--- src/sv/ring_buffer_crlf_line_reader_assert.svh ---
// Assertion macros used by the line reader top level.
`ifndef RING_BUFFER_CRLF_LINE_READER_ASSERT_SVH
`define RING_BUFFER_CRLF_LINE_READER_ASSERT_SVH

// Same-cycle implication, checked outside reset.
`define RBCL_ASSERT(lbl, ante, cons, msg) \
    lbl: assert property (@(posedge i_clk) disable iff (!i_rst_n) (ante) |-> (cons)) \
        else $error(msg);

// Next-cycle implication, checked outside reset.
`define RBCL_ASSERT_NEXT(lbl, ante, cons, msg) \
    lbl: assert property (@(posedge i_clk) disable iff (!i_rst_n) (ante) |=> (cons)) \
        else $error(msg);

`endif

--- src/sv/rbcl_pkg.sv ---
// Package with constants, types and helpers of the CRLF line reader.
`timescale 1ns / 1ps

package rbcl_pkg;

    localparam int DEPTH       = 256;
    localparam int MAX_LINE    = 32;
    localparam int AW          = $clog2(DEPTH);
    localparam int QUEUE_DEPTH = 2;
    localparam int QAW         = $clog2(QUEUE_DEPTH);
    localparam int QCW         = $clog2(QUEUE_DEPTH + 1);

    localparam logic [AW:0] DEPTH_X = DEPTH[AW:0];
    localparam logic [7:0]  CH_CR   = 8'h0D;
    localparam logic [7:0]  CH_LF   = 8'h0A;

    typedef logic [AW-1:0] t_ptr;

    typedef enum logic [1:0] {
        OP_PUSH  = 2'd0,
        OP_READ  = 2'd1,
        OP_CLEAR = 2'd2,
        OP_NONE  = 2'd3
    } t_op;

    typedef enum logic [2:0] {
        ST_STORED   = 3'd0,
        ST_DROPPED  = 3'd1,
        ST_LINE_OK  = 3'd2,
        ST_EMPTY    = 3'd3,
        ST_TOO_LONG = 3'd4,
        ST_NO_LINE  = 3'd5,
        ST_CLEARED  = 3'd6
    } t_status;

    typedef enum logic [1:0] {
        CMD_PUSH  = 2'd0,
        CMD_READ  = 2'd1,
        CMD_CLEAR = 2'd2
    } t_cmd_kind;

    typedef struct packed {
        t_cmd_kind  kind;
        logic [7:0] data;
    } t_cmd;

    typedef enum logic [1:0] {
        BK_IDLE = 2'd0,
        BK_SCAN = 2'd1,
        BK_EMIT = 2'd2,
        BK_FIN  = 2'd3
    } t_back_state;

    // Ring index addition; both operands are below DEPTH.
    function automatic t_ptr wrap_add(t_ptr a, t_ptr b);
        logic [AW:0] s;
        s = {1'b0, a} + {1'b0, b};
        if (s >= DEPTH_X) begin
            s = s - DEPTH_X;
        end
        return s[AW-1:0];
    endfunction

    // Number of bytes held between the read and the write pointer.
    function automatic t_ptr fill_count(t_ptr wp, t_ptr rp);
        logic [AW:0] s;
        if (wp >= rp) begin
            s = {1'b0, wp} - {1'b0, rp};
        end else begin
            s = {1'b0, wp} + DEPTH_X - {1'b0, rp};
        end
        return s[AW-1:0];
    endfunction

endpackage

--- src/sv/rbcl_if.sv ---
// Valid/ready channel interfaces for the line reader's input and result words.
`timescale 1ns / 1ps

interface rbcl_in_if ();
    logic       valid;
    logic       ready;
    logic [1:0] operation;
    logic [7:0] data_byte;

    modport source (output valid, output operation, output data_byte, input ready);
    modport sink (input valid, input operation, input data_byte, output ready);
endinterface

interface rbcl_out_if ();
    logic       valid;
    logic       ready;
    logic [7:0] line_byte;
    logic       byte_valid;
    logic [2:0] status;
    logic       last;

    modport source (output valid, output line_byte, output byte_valid, output status,
                    output last, input ready);
    modport sink (input valid, input line_byte, input byte_valid, input status,
                  input last, output ready);
endinterface

--- src/sv/rbcl_front.sv ---
// Front end: accepts input words and turns them into queued commands.
`timescale 1ns / 1ps

module rbcl_front
    import rbcl_pkg::*;
(
    rbcl_in_if.sink i_in,
    input  logic    i_full,
    output logic    o_push,
    output t_cmd    o_cmd
);

    logic accept;

    assign i_in.ready = !i_full;
    assign accept     = i_in.valid && !i_full;

    // The unused operation code is accepted and dropped here.
    always_comb begin
        o_cmd.data = i_in.data_byte;
        o_cmd.kind = CMD_PUSH;
        o_push     = 1'b0;
        case (t_op'(i_in.operation))
            OP_PUSH: begin
                o_cmd.kind = CMD_PUSH;
                o_push     = accept;
            end
            OP_READ: begin
                o_cmd.kind = CMD_READ;
                o_push     = accept;
            end
            OP_CLEAR: begin
                o_cmd.kind = CMD_CLEAR;
                o_push     = accept;
            end
            default: begin
                o_push = 1'b0;
            end
        endcase
    end

endmodule

--- src/sv/rbcl_cmd_queue.sv ---
// Short command queue between the front end and the ring engine.
`timescale 1ns / 1ps

module rbcl_cmd_queue
    import rbcl_pkg::*;
(
    input  logic i_clk,
    input  logic i_rst_n,
    input  logic i_push,
    input  t_cmd i_cmd,
    output logic o_full,
    output logic o_valid,
    output t_cmd o_cmd,
    input  logic i_pop
);

    t_cmd            r_slot [QUEUE_DEPTH];
    logic [QAW-1:0]  r_wr_ptr;
    logic [QAW-1:0]  r_rd_ptr;
    logic [QCW-1:0]  r_count;
    logic            do_push;
    logic            do_pop;

    assign o_full  = (r_count == QCW'(QUEUE_DEPTH));
    assign o_valid = (r_count != '0);
    assign o_cmd   = r_slot[r_rd_ptr];
    assign do_push = i_push && !o_full;
    assign do_pop  = i_pop && o_valid;

    always_ff @(posedge i_clk) begin
        if (do_push) begin
            r_slot[r_wr_ptr] <= i_cmd;
        end
    end

    always_ff @(posedge i_clk) begin
        if (!i_rst_n) begin
            r_wr_ptr <= '0;
            r_rd_ptr <= '0;
            r_count  <= '0;
        end else begin
            if (do_push) begin
                r_wr_ptr <= r_wr_ptr + QAW'(1);
            end
            if (do_pop) begin
                r_rd_ptr <= r_rd_ptr + QAW'(1);
            end
            case ({do_push, do_pop})
                2'b10:   r_count <= r_count + QCW'(1);
                2'b01:   r_count <= r_count - QCW'(1);
                default: r_count <= r_count;
            endcase
        end
    end

endmodule

--- src/sv/rbcl_back.sv ---
// Ring engine: byte ring memory, line scan, line emission and result register.
`timescale 1ns / 1ps

module rbcl_back
    import rbcl_pkg::*;
(
    input  logic         i_clk,
    input  logic         i_rst_n,
    input  logic         i_cmd_valid,
    input  t_cmd         i_cmd,
    output logic         o_pop,
    rbcl_out_if.source   o_out
);

    logic [7:0]  mem [DEPTH];
    logic [7:0]  r_rd_data;

    t_back_state r_state, n_state;
    t_ptr        r_wp, n_wp;
    t_ptr        r_rp, n_rp;
    t_ptr        r_cnt, n_cnt;
    t_ptr        r_k, n_k;
    t_ptr        r_len, n_len;
    t_ptr        r_e, n_e;
    logic        r_prev_cr, n_prev_cr;
    t_status     r_fin, n_fin;

    logic        r_out_valid, n_out_valid;
    logic [7:0]  r_out_byte, n_out_byte;
    logic        r_out_bvalid, n_out_bvalid;
    t_status     r_out_status, n_out_status;
    logic        r_out_last, n_out_last;

    logic        out_free;
    logic        mem_we;
    t_ptr        mem_wa;
    logic [7:0]  mem_wd;
    logic        rd_en;
    t_ptr        rd_addr;
    t_ptr        wp_next;
    t_ptr        cnt_now;
    logic        found;

    assign out_free         = !r_out_valid || o_out.ready;
    assign o_out.valid      = r_out_valid;
    assign o_out.line_byte  = r_out_byte;
    assign o_out.byte_valid = r_out_bvalid;
    assign o_out.status     = r_out_status;
    assign o_out.last       = r_out_last;

    assign wp_next = wrap_add(r_wp, t_ptr'(1));
    assign cnt_now = fill_count(r_wp, r_rp);
    // A CRLF ending at the current byte counts only when the line before it is not empty.
    assign found   = (r_k >= t_ptr'(2)) && r_prev_cr && (r_rd_data == CH_LF);

    // Slots outside the stored span are never read, so the ring needs no clearing.
    always_ff @(posedge i_clk) begin
        if (mem_we) begin
            mem[mem_wa] <= mem_wd;
        end
        if (rd_en) begin
            r_rd_data <= mem[rd_addr];
        end
    end

    always_ff @(posedge i_clk) begin
        if (!i_rst_n) begin
            r_state     <= BK_IDLE;
            r_wp        <= '0;
            r_rp        <= '0;
            r_out_valid <= 1'b0;
        end else begin
            r_state     <= n_state;
            r_wp        <= n_wp;
            r_rp        <= n_rp;
            r_out_valid <= n_out_valid;
        end
    end

    always_ff @(posedge i_clk) begin
        r_cnt        <= n_cnt;
        r_k          <= n_k;
        r_len        <= n_len;
        r_e          <= n_e;
        r_prev_cr    <= n_prev_cr;
        r_fin        <= n_fin;
        r_out_byte   <= n_out_byte;
        r_out_bvalid <= n_out_bvalid;
        r_out_status <= n_out_status;
        r_out_last   <= n_out_last;
    end

    always_comb begin
        n_state      = r_state;
        n_wp         = r_wp;
        n_rp         = r_rp;
        n_cnt        = r_cnt;
        n_k          = r_k;
        n_len        = r_len;
        n_e          = r_e;
        n_prev_cr    = r_prev_cr;
        n_fin        = r_fin;
        n_out_valid  = r_out_valid && !o_out.ready;
        n_out_byte   = r_out_byte;
        n_out_bvalid = r_out_bvalid;
        n_out_status = r_out_status;
        n_out_last   = r_out_last;
        o_pop        = 1'b0;
        mem_we       = 1'b0;
        mem_wa       = r_wp;
        mem_wd       = i_cmd.data;
        rd_en        = 1'b0;
        rd_addr      = r_rp;

        case (r_state)
            BK_IDLE: begin
                if (i_cmd_valid) begin
                    o_pop   = 1'b1;
                    n_state = BK_FIN;
                    case (i_cmd.kind)
                        CMD_PUSH: begin
                            if (wp_next == r_rp) begin
                                n_fin = ST_DROPPED;
                            end else begin
                                mem_we = 1'b1;
                                n_wp   = wp_next;
                                n_fin  = ST_STORED;
                            end
                        end
                        CMD_READ: begin
                            if (cnt_now < t_ptr'(2)) begin
                                n_fin = ST_EMPTY;
                            end else begin
                                n_cnt     = cnt_now;
                                rd_en     = 1'b1;
                                rd_addr   = r_rp;
                                n_k       = '0;
                                n_prev_cr = 1'b0;
                                n_state   = BK_SCAN;
                            end
                        end
                        CMD_CLEAR: begin
                            n_wp  = '0;
                            n_rp  = '0;
                            n_fin = ST_CLEARED;
                        end
                        default: begin
                            n_state = BK_IDLE;
                        end
                    endcase
                end
            end
            BK_SCAN: begin
                // r_rd_data holds the stored byte at offset r_k from the read pointer.
                if (found) begin
                    n_len   = r_k - t_ptr'(1);
                    n_e     = '0;
                    rd_en   = 1'b1;
                    rd_addr = r_rp;
                    n_state = BK_EMIT;
                end else if (32'(r_k) == MAX_LINE) begin
                    n_wp    = '0;
                    n_rp    = '0;
                    n_fin   = ST_TOO_LONG;
                    n_state = BK_FIN;
                end else if (r_k == r_cnt - t_ptr'(1)) begin
                    n_fin   = ST_NO_LINE;
                    n_state = BK_FIN;
                end else begin
                    rd_en     = 1'b1;
                    rd_addr   = wrap_add(r_rp, r_k + t_ptr'(1));
                    n_k       = r_k + t_ptr'(1);
                    n_prev_cr = (r_rd_data == CH_CR);
                end
            end
            BK_EMIT: begin
                if (out_free) begin
                    n_out_valid  = 1'b1;
                    n_out_byte   = r_rd_data;
                    n_out_bvalid = 1'b1;
                    n_out_status = ST_LINE_OK;
                    n_out_last   = 1'b0;
                    if (r_e == r_len - t_ptr'(1)) begin
                        n_fin   = ST_LINE_OK;
                        n_state = BK_FIN;
                    end else begin
                        rd_en   = 1'b1;
                        rd_addr = wrap_add(r_rp, r_e + t_ptr'(1));
                        n_e     = r_e + t_ptr'(1);
                    end
                end
            end
            BK_FIN: begin
                if (out_free) begin
                    n_out_valid  = 1'b1;
                    n_out_byte   = 8'h00;
                    n_out_bvalid = 1'b0;
                    n_out_status = r_fin;
                    n_out_last   = 1'b1;
                    if (r_fin == ST_LINE_OK) begin
                        // Consume the line together with its CR and LF.
                        n_rp = wrap_add(r_rp, r_len + t_ptr'(2));
                    end
                    n_state = BK_IDLE;
                end
            end
            default: begin
                n_state = BK_IDLE;
            end
        endcase
    end

endmodule

--- src/sv/ring_buffer_crlf_line_reader.sv ---
// Top level of the receive ring with CRLF line extraction.
//
//   Port    Dir  Word carried
//   i_in    in   operation, data_byte
//   o_out   out  line_byte, byte_valid, status, last
//
// Push, clear and short reads each put one status word on o_out, sent from the BK_FIN state.
// A line read walks the ring one byte per cycle through the single memory read port,
// up to offset MAX_LINE, then sends the L line bytes, if a line was found, and a status word.
// Reset clears pointers, state and output valid; slots outside the span are never read.
// A two-word command queue keeps the input open while the engine waits on o_out.ready.
`timescale 1ns / 1ps
`include "ring_buffer_crlf_line_reader_assert.svh"

module ring_buffer_crlf_line_reader
    import rbcl_pkg::*;
(
    input  logic       i_clk,
    input  logic       i_rst_n,
    rbcl_in_if.sink    i_in,
    rbcl_out_if.source o_out
);

    logic q_push;
    t_cmd q_in_cmd;
    logic q_full;
    logic q_valid;
    t_cmd q_out_cmd;
    logic q_pop;

    rbcl_front u_front (
        .i_in   (i_in),
        .i_full (q_full),
        .o_push (q_push),
        .o_cmd  (q_in_cmd)
    );

    rbcl_cmd_queue u_queue (
        .i_clk   (i_clk),
        .i_rst_n (i_rst_n),
        .i_push  (q_push),
        .i_cmd   (q_in_cmd),
        .o_full  (q_full),
        .o_valid (q_valid),
        .o_cmd   (q_out_cmd),
        .i_pop   (q_pop)
    );

    rbcl_back u_back (
        .i_clk       (i_clk),
        .i_rst_n     (i_rst_n),
        .i_cmd_valid (q_valid),
        .i_cmd       (q_out_cmd),
        .o_pop       (q_pop),
        .o_out       (o_out)
    );

    `RBCL_ASSERT(a_line_byte_word, o_out.valid && o_out.byte_valid, (o_out.status == ST_LINE_OK) && !o_out.last, "line byte word with wrong status or last")
    `RBCL_ASSERT(a_status_word, o_out.valid && !o_out.byte_valid, o_out.last && (o_out.line_byte == 8'h00), "status word not final or carries a byte")
    `RBCL_ASSERT(a_unused_op_dropped, i_in.valid && i_in.ready && (i_in.operation == OP_NONE), !q_push, "unused operation reached the queue")
    `RBCL_ASSERT_NEXT(a_push_lands, q_push && !q_full, q_valid, "queued command missing")

endmodule

--- src/flat_wrapper.sv ---
// flat-port wrapper written by rule: the top's interface ports become plain ports
module ring_buffer_crlf_line_reader_flat import rbcl_pkg::*;
  (i_clk, i_rst_n, i_in_valid, i_in_operation, i_in_data_byte, i_in_ready, o_out_valid, o_out_line_byte, o_out_byte_valid, o_out_status, o_out_last, o_out_ready);
  rbcl_in_if i_in_i ();
  rbcl_out_if o_out_i ();
  input  logic i_clk;
  input  logic i_rst_n;
  input wire logic [$bits(i_in_i.valid)-1:0] i_in_valid;
  input wire logic [$bits(i_in_i.operation)-1:0] i_in_operation;
  input wire logic [$bits(i_in_i.data_byte)-1:0] i_in_data_byte;
  output wire logic [$bits(i_in_i.ready)-1:0] i_in_ready;
  output wire logic [$bits(o_out_i.valid)-1:0] o_out_valid;
  output wire logic [$bits(o_out_i.line_byte)-1:0] o_out_line_byte;
  output wire logic [$bits(o_out_i.byte_valid)-1:0] o_out_byte_valid;
  output wire logic [$bits(o_out_i.status)-1:0] o_out_status;
  output wire logic [$bits(o_out_i.last)-1:0] o_out_last;
  input wire logic [$bits(o_out_i.ready)-1:0] o_out_ready;
  assign i_in_i.valid = i_in_valid;
  assign i_in_i.operation = i_in_operation;
  assign i_in_i.data_byte = i_in_data_byte;
  assign i_in_ready = i_in_i.ready;
  assign o_out_valid = o_out_i.valid;
  assign o_out_line_byte = o_out_i.line_byte;
  assign o_out_byte_valid = o_out_i.byte_valid;
  assign o_out_status = o_out_i.status;
  assign o_out_last = o_out_i.last;
  assign o_out_i.ready = o_out_ready;
  ring_buffer_crlf_line_reader u_core (.i_clk(i_clk), .i_rst_n(i_rst_n), .i_in(i_in_i), .o_out(o_out_i));
endmodule
--- config.mk ---
export PLATFORM = sky130hd
export DESIGN_NAME = ring_buffer_crlf_line_reader_flat
export DESIGN_NICKNAME = d
export VERILOG_FILES = /design/src/sv/rbcl_pkg.sv /design/src/sv/rbcl_if.sv /design/src/sv/rbcl_front.sv /design/src/sv/rbcl_cmd_queue.sv /design/src/sv/rbcl_back.sv /design/src/sv/ring_buffer_crlf_line_reader.sv /design/src/flat_wrapper.sv
export VERILOG_INCLUDE_DIRS = /design/src /design/src/sv
export SDC_FILE = /design/constraint.sdc
export NUM_CORES = 2
export LEC_CHECK = 0
export ABC_AREA = 1
export BUFFER_PORTS_ARGS = -buffer_cell sky130_fd_sc_hd__clkbuf_2
export CAP_MARGIN = 20
export CORE_MARGIN = 1
export CORE_UTILIZATION = 55
export DETAILED_ROUTE_END_ITERATION = 8
export GPL_TIMING_DRIVEN = 0
export PLACE_DENSITY_LB_ADDON = 0.05
export SLEW_MARGIN = 20
export SYNTH_ARGS = -nofsm -noshare
export SYNTH_HDL_FRONTEND = slang
export SYNTH_SLANG_ARGS = --single-unit
export TNS_END_PERCENT = 1
--- constraint.sdc ---
create_clock -name i_clk -period 4.17 [get_ports i_clk]
set_input_delay 0.417 -clock i_clk [delete_from_list [all_inputs] [get_ports i_clk]]
set_output_delay 0.417 -clock i_clk [all_outputs]
set_load 0.1 [all_outputs]
==> out/summary.txt <==
Outcome: finished, violations left
Failing checks: setup timing
Synth Area in Adders: 0.722%
Warnings, synthesis: 0
Synth Instances: 8885
Post-synth EDFFs: 2125
Reg clk slew, reported paths: 0.06 ns
Area delta synth->final: 17.1%
Largest family of logic cells by synthesized area: simple AND/OR/NAND/NOR gates
Maximum vdd drop: 734 uV
Minimum clock period: 4.33 ns
First-pass GRT wire length: 519000 um
WP buf/inv: 5
Largest net degree at the start of global routing: 113
Initial Util: 55.3%
ANT nets after route: 0
Post-Layout Cell Count: 11800
Multiplexer share of the synthesized area: 0.0938%
Crit start category: register
FF+latch count, synth: 2149
Flop2flop setup slack: -0.16 ns
Distinct cells, synth: 48
# H-tree levels: 4
Gr usage total: 43.3%
Nets: 9317
Compound-Gate Fraction of Synth Area: 1.63%
DIE HEIGHT: 420 um
Seq/Total Area, Yosys: 66.9%
Share of layout cells above drive strength 1: 16.3%
Leakage: 43.5 nW
Hold path depth: 2
Area occupied by multi-input gates: 0.0290 mm^2
RSZ-0062 raised after global routing: yes
Synth Flop Type: edfxtp_1
Core ar.: 0.174 mm^2
Worst hold endpoint: u_core.u_queue.r_slot[1][7]$_DFFE_PP_
Reg area: 0.0643 mm^2
Most common cell after layout, fill and taps aside: nand2_1
Share of flip-flops with an asynchronous set or reset: 0%
RR Startpoint: u_core.u_back.r_k[0]$_SDFFCE_PN0P_
Final setup viols: 8
Detailed-route DRC error count: 0
Hold_sp: i_in_data_byte[7]
CP startpoint: u_core.u_back.r_k[0]$_SDFFCE_PN0P_
Fin Clk Skew: 0.0495 ns
Fillers: 13700
I/O pins: 29
Worst-skew pair later-pin latency: 0.91 ns
Max-cap viol count: 0
Max Fclk: 231 MHz
PnR worst setup slack: -0.164 ns
Post-synthesis net count: 8952
Placed cell count: 11300
CP arrival: 4.95 ns
Final hold slack: 0.275 ns
Clock Tree Buf Depth: 3
CP max FO: 10
Die W: 420 um
Pre-CTS WS: -1.78 ns
CTS tree: done
Slew headroom: 15.6%
Root buffer cell: clkbuf_16
Fin crit share: 104%
Initial antenna violation count: 12
Delay-heaviest family, CP: simple AND/OR/NAND/NOR gates
Commonest cells after routing, fill and taps aside: nand2_1, edfxtp_1, nand3_1
Slowest stage delay, CP: 0.45 ns
Synth Area in XOR/XNOR: 0.419%
Via/cell ratio: 6.25
Clock Sinks: 2149
Row count: 153
Critical Path End Type: register
Final Max Tran Viols: 0
WS Path Type: register to register
Final Hold Violating Endpoints: 0
Worst R2R Path Depth: 24
WL/cell: 32.6 um
Actual transition at the worst max-transition pin: 1.26 ns
Hpwl dp: 277000 um
Drt total wl: 383000 um
Syn_area_per_cell: 10.8 um^2
GRT overflow: 0
Vias: 73400
Vias in the first global route: 66800
DR pass1 iterations: 8
IO Port Bufs: 28
Setup_tns: -1.13 ns
Power Density: 888 mW/mm^2
Area of the die: 0.176 mm^2
Worst EP required: 4.78 ns
Final weighted congestion in routability-driven placement: 1.09
Mapped Area: 0.0961 mm^2
Initial DRC Count: 10800
CP max-delay cell: edfxtp_1
Crit path cell chain: inv_2, ha_1, nor3_2, nand4_1, nand3b_1, buf_4, nand3_4, nand2_1, nand3_1, nand2_4, nand2_8, buf_16, buf_8, buf_6, nand2_1, nand2_1, nand2_1, nand3_4, nand3_1, nand3_1, nand3_4, nand3_1, nand3_4, nand2_4
Simple-Gate Fraction of Synth Area: 23.8%
Hold Crit Class: input pin to register
Crit Reg-Reg Endpoint: u_core.u_back.r_rd_data[1]$_DFFE_PP_
Num CTS Buffers: 218
==> power breakdown <==
group / internal [mW] / switching, mW / total, mW
registers: 26.4 / 0.219 / 26.6
logic: 13.6 / 39.9 / 53.6
clock network: 11.2 / 8.62 / 19.8
total: 51.2 / 48.7 / 99.9
==> worst reg2reg max path: stages, from the launching register on <==
cell,delay (ns)
edfxtp_1,0.45
inv_2,0.13
ha_1,0.23
nor3_2,0.15
nand4_1,0.17
nand3b_1,0.14
buf_4,0.18
nand3_4,0.13
nand2_1,0.09
nand3_1,0.11
nand2_4,0.25
nand2_8,0.14
buf_16,0.21
buf_8,0.19
buf_6,0.20
nand2_1,0.07
nand2_1,0.05
nand2_1,0.11
nand3_4,0.21
nand3_1,0.16
nand3_1,0.15
nand3_4,0.17
nand3_1,0.16
nand3_4,0.13
nand2_4,0.10
==> metrics by stage <==
| step | area, um^2 | util [%] | total power, mW |
|---|---|---|---|
| final | 112000 | 64.8 | 99.9 |
| after global routing | 112000 | 64.8 | 102 |
| after CTS | 111000 | 64.1 | 96.4 |
| after detailed placement | 101000 | 57.9 | 72.9 |
| after global placement | 99100 | 57.1 | 72.4 |
| after floorplan | 96100 | - | 51.3 |
==> worst max path at each step <==
stage                     slack [ns]                                   end  cells past startpoint
after floorplan                 0.63  u_core.u_back.r_rd_data[0]$_DFFE_PP_                     16
after global placement         -2.46   u_core.u_back.mem[203][3]$_DFFE_PP_                      2
after detailed placement       -1.78  u_core.u_back.r_rd_data[4]$_DFFE_PP_                     16
after CTS                      -0.31    u_core.u_back.mem[90][3]$_DFFE_PP_                     15
after global routing           -0.24  u_core.u_back.r_rd_data[2]$_DFFE_PP_                     27
final                          -0.16  u_core.u_back.r_rd_data[1]$_DFFE_PP_                     24
==> state kept, by name (all words and copies together) (netlist names), 8 cells and up, named ones only <==
signal,flops
u_core.u_back.mem,2048
u_core.u_back.mem_wa,8
u_core.u_back.o_out.line_byte,8
u_core.u_back.r_cnt,8
u_core.u_back.r_e,8
u_core.u_back.r_k,8
u_core.u_back.r_len,8
u_core.u_back.r_rd_data,8
u_core.u_back.r_rp,8
u_core.u_queue.r_slot,20
==> area by class of cell <==
cell class / count / share of cell area (%)
Antenna cell: 6 / 0.0133
Buffer: 595 / 3.84
Clock buffer: 268 / 5.07
Clock inverter: 127 / 1.18
Inverter: 783 / 2.62
Multi-Input combinational cell: 5358 / 25.8
Sequential cell: 2149 / 57.2
Tap cell: 2325 / 2.59
Timing Repair Buffer: 145 / 1.78
==> synthesized netlist by cell type (4+ instances only) <==
cell	n	share of area [%]
xnor2_1	13	0.12
ha_1	49	0.64
buf_1	6	0.023
nor3_1	21	0.11
inv_1	768	3.0
nand2_2	4	0.026
fa_1	4	0.083
nand2_1	2188	8.5
dfxtp_1	24	0.50
buf_2	321	1.7
edfxtp_1	2125	66
nor2_1	375	1.5
nand3b_1	371	2.9
buf_4	49	0.38
inv_2	13	0.051
nand4_1	13	0.085
nand3_1	2018	11
a21oi_1	54	0.28
or2_2	4	0.026
a31oi_1	8	0.052
nor4_1	5	0.033
o21ai_0	36	0.19
clkbuf_1	167	0.65
a211oi_1	8	0.063
xor2_1	33	0.30
o211ai_1	119	0.93
mux2_2	8	0.094
buf_6	52	0.61
==> per-layer routing <==
| metal | track usage, % | part of all wire, % | up-vias |
|---|---|---|---|
| met3 | 13.7 | 13 | 940 |
| met2 | 61.5 | 42 | 5092 |
| met1 | 56.6 | 36 | 35900 |
| li1 | - | - | 31400 |
| met5 | 0 | 0.013 | - |
| met4 | 30.1 | 8.1 | 6 |
==> timing repair <==
item	4_1_cts	5_1_grt
hold buffers	14	0
gates resized for setup	809	247
cloned	1	0
hold endpoints to repair	26	0
pin swaps	33	28
buffers inserted	27	20
setup endpoints to repair	1861	1789
==> kinds of logic after synthesis <==
| family | after synthesis |
|---|---|
| compound gates | 239 |
| xor+xnor | 46 |
| fa+ha+maj | 53 |
| buf+inv | 1378 |
| flops | 2149 |
| mux | 8 |
| simple gates | 5012 |
Power figures use the tool's default switching activity.
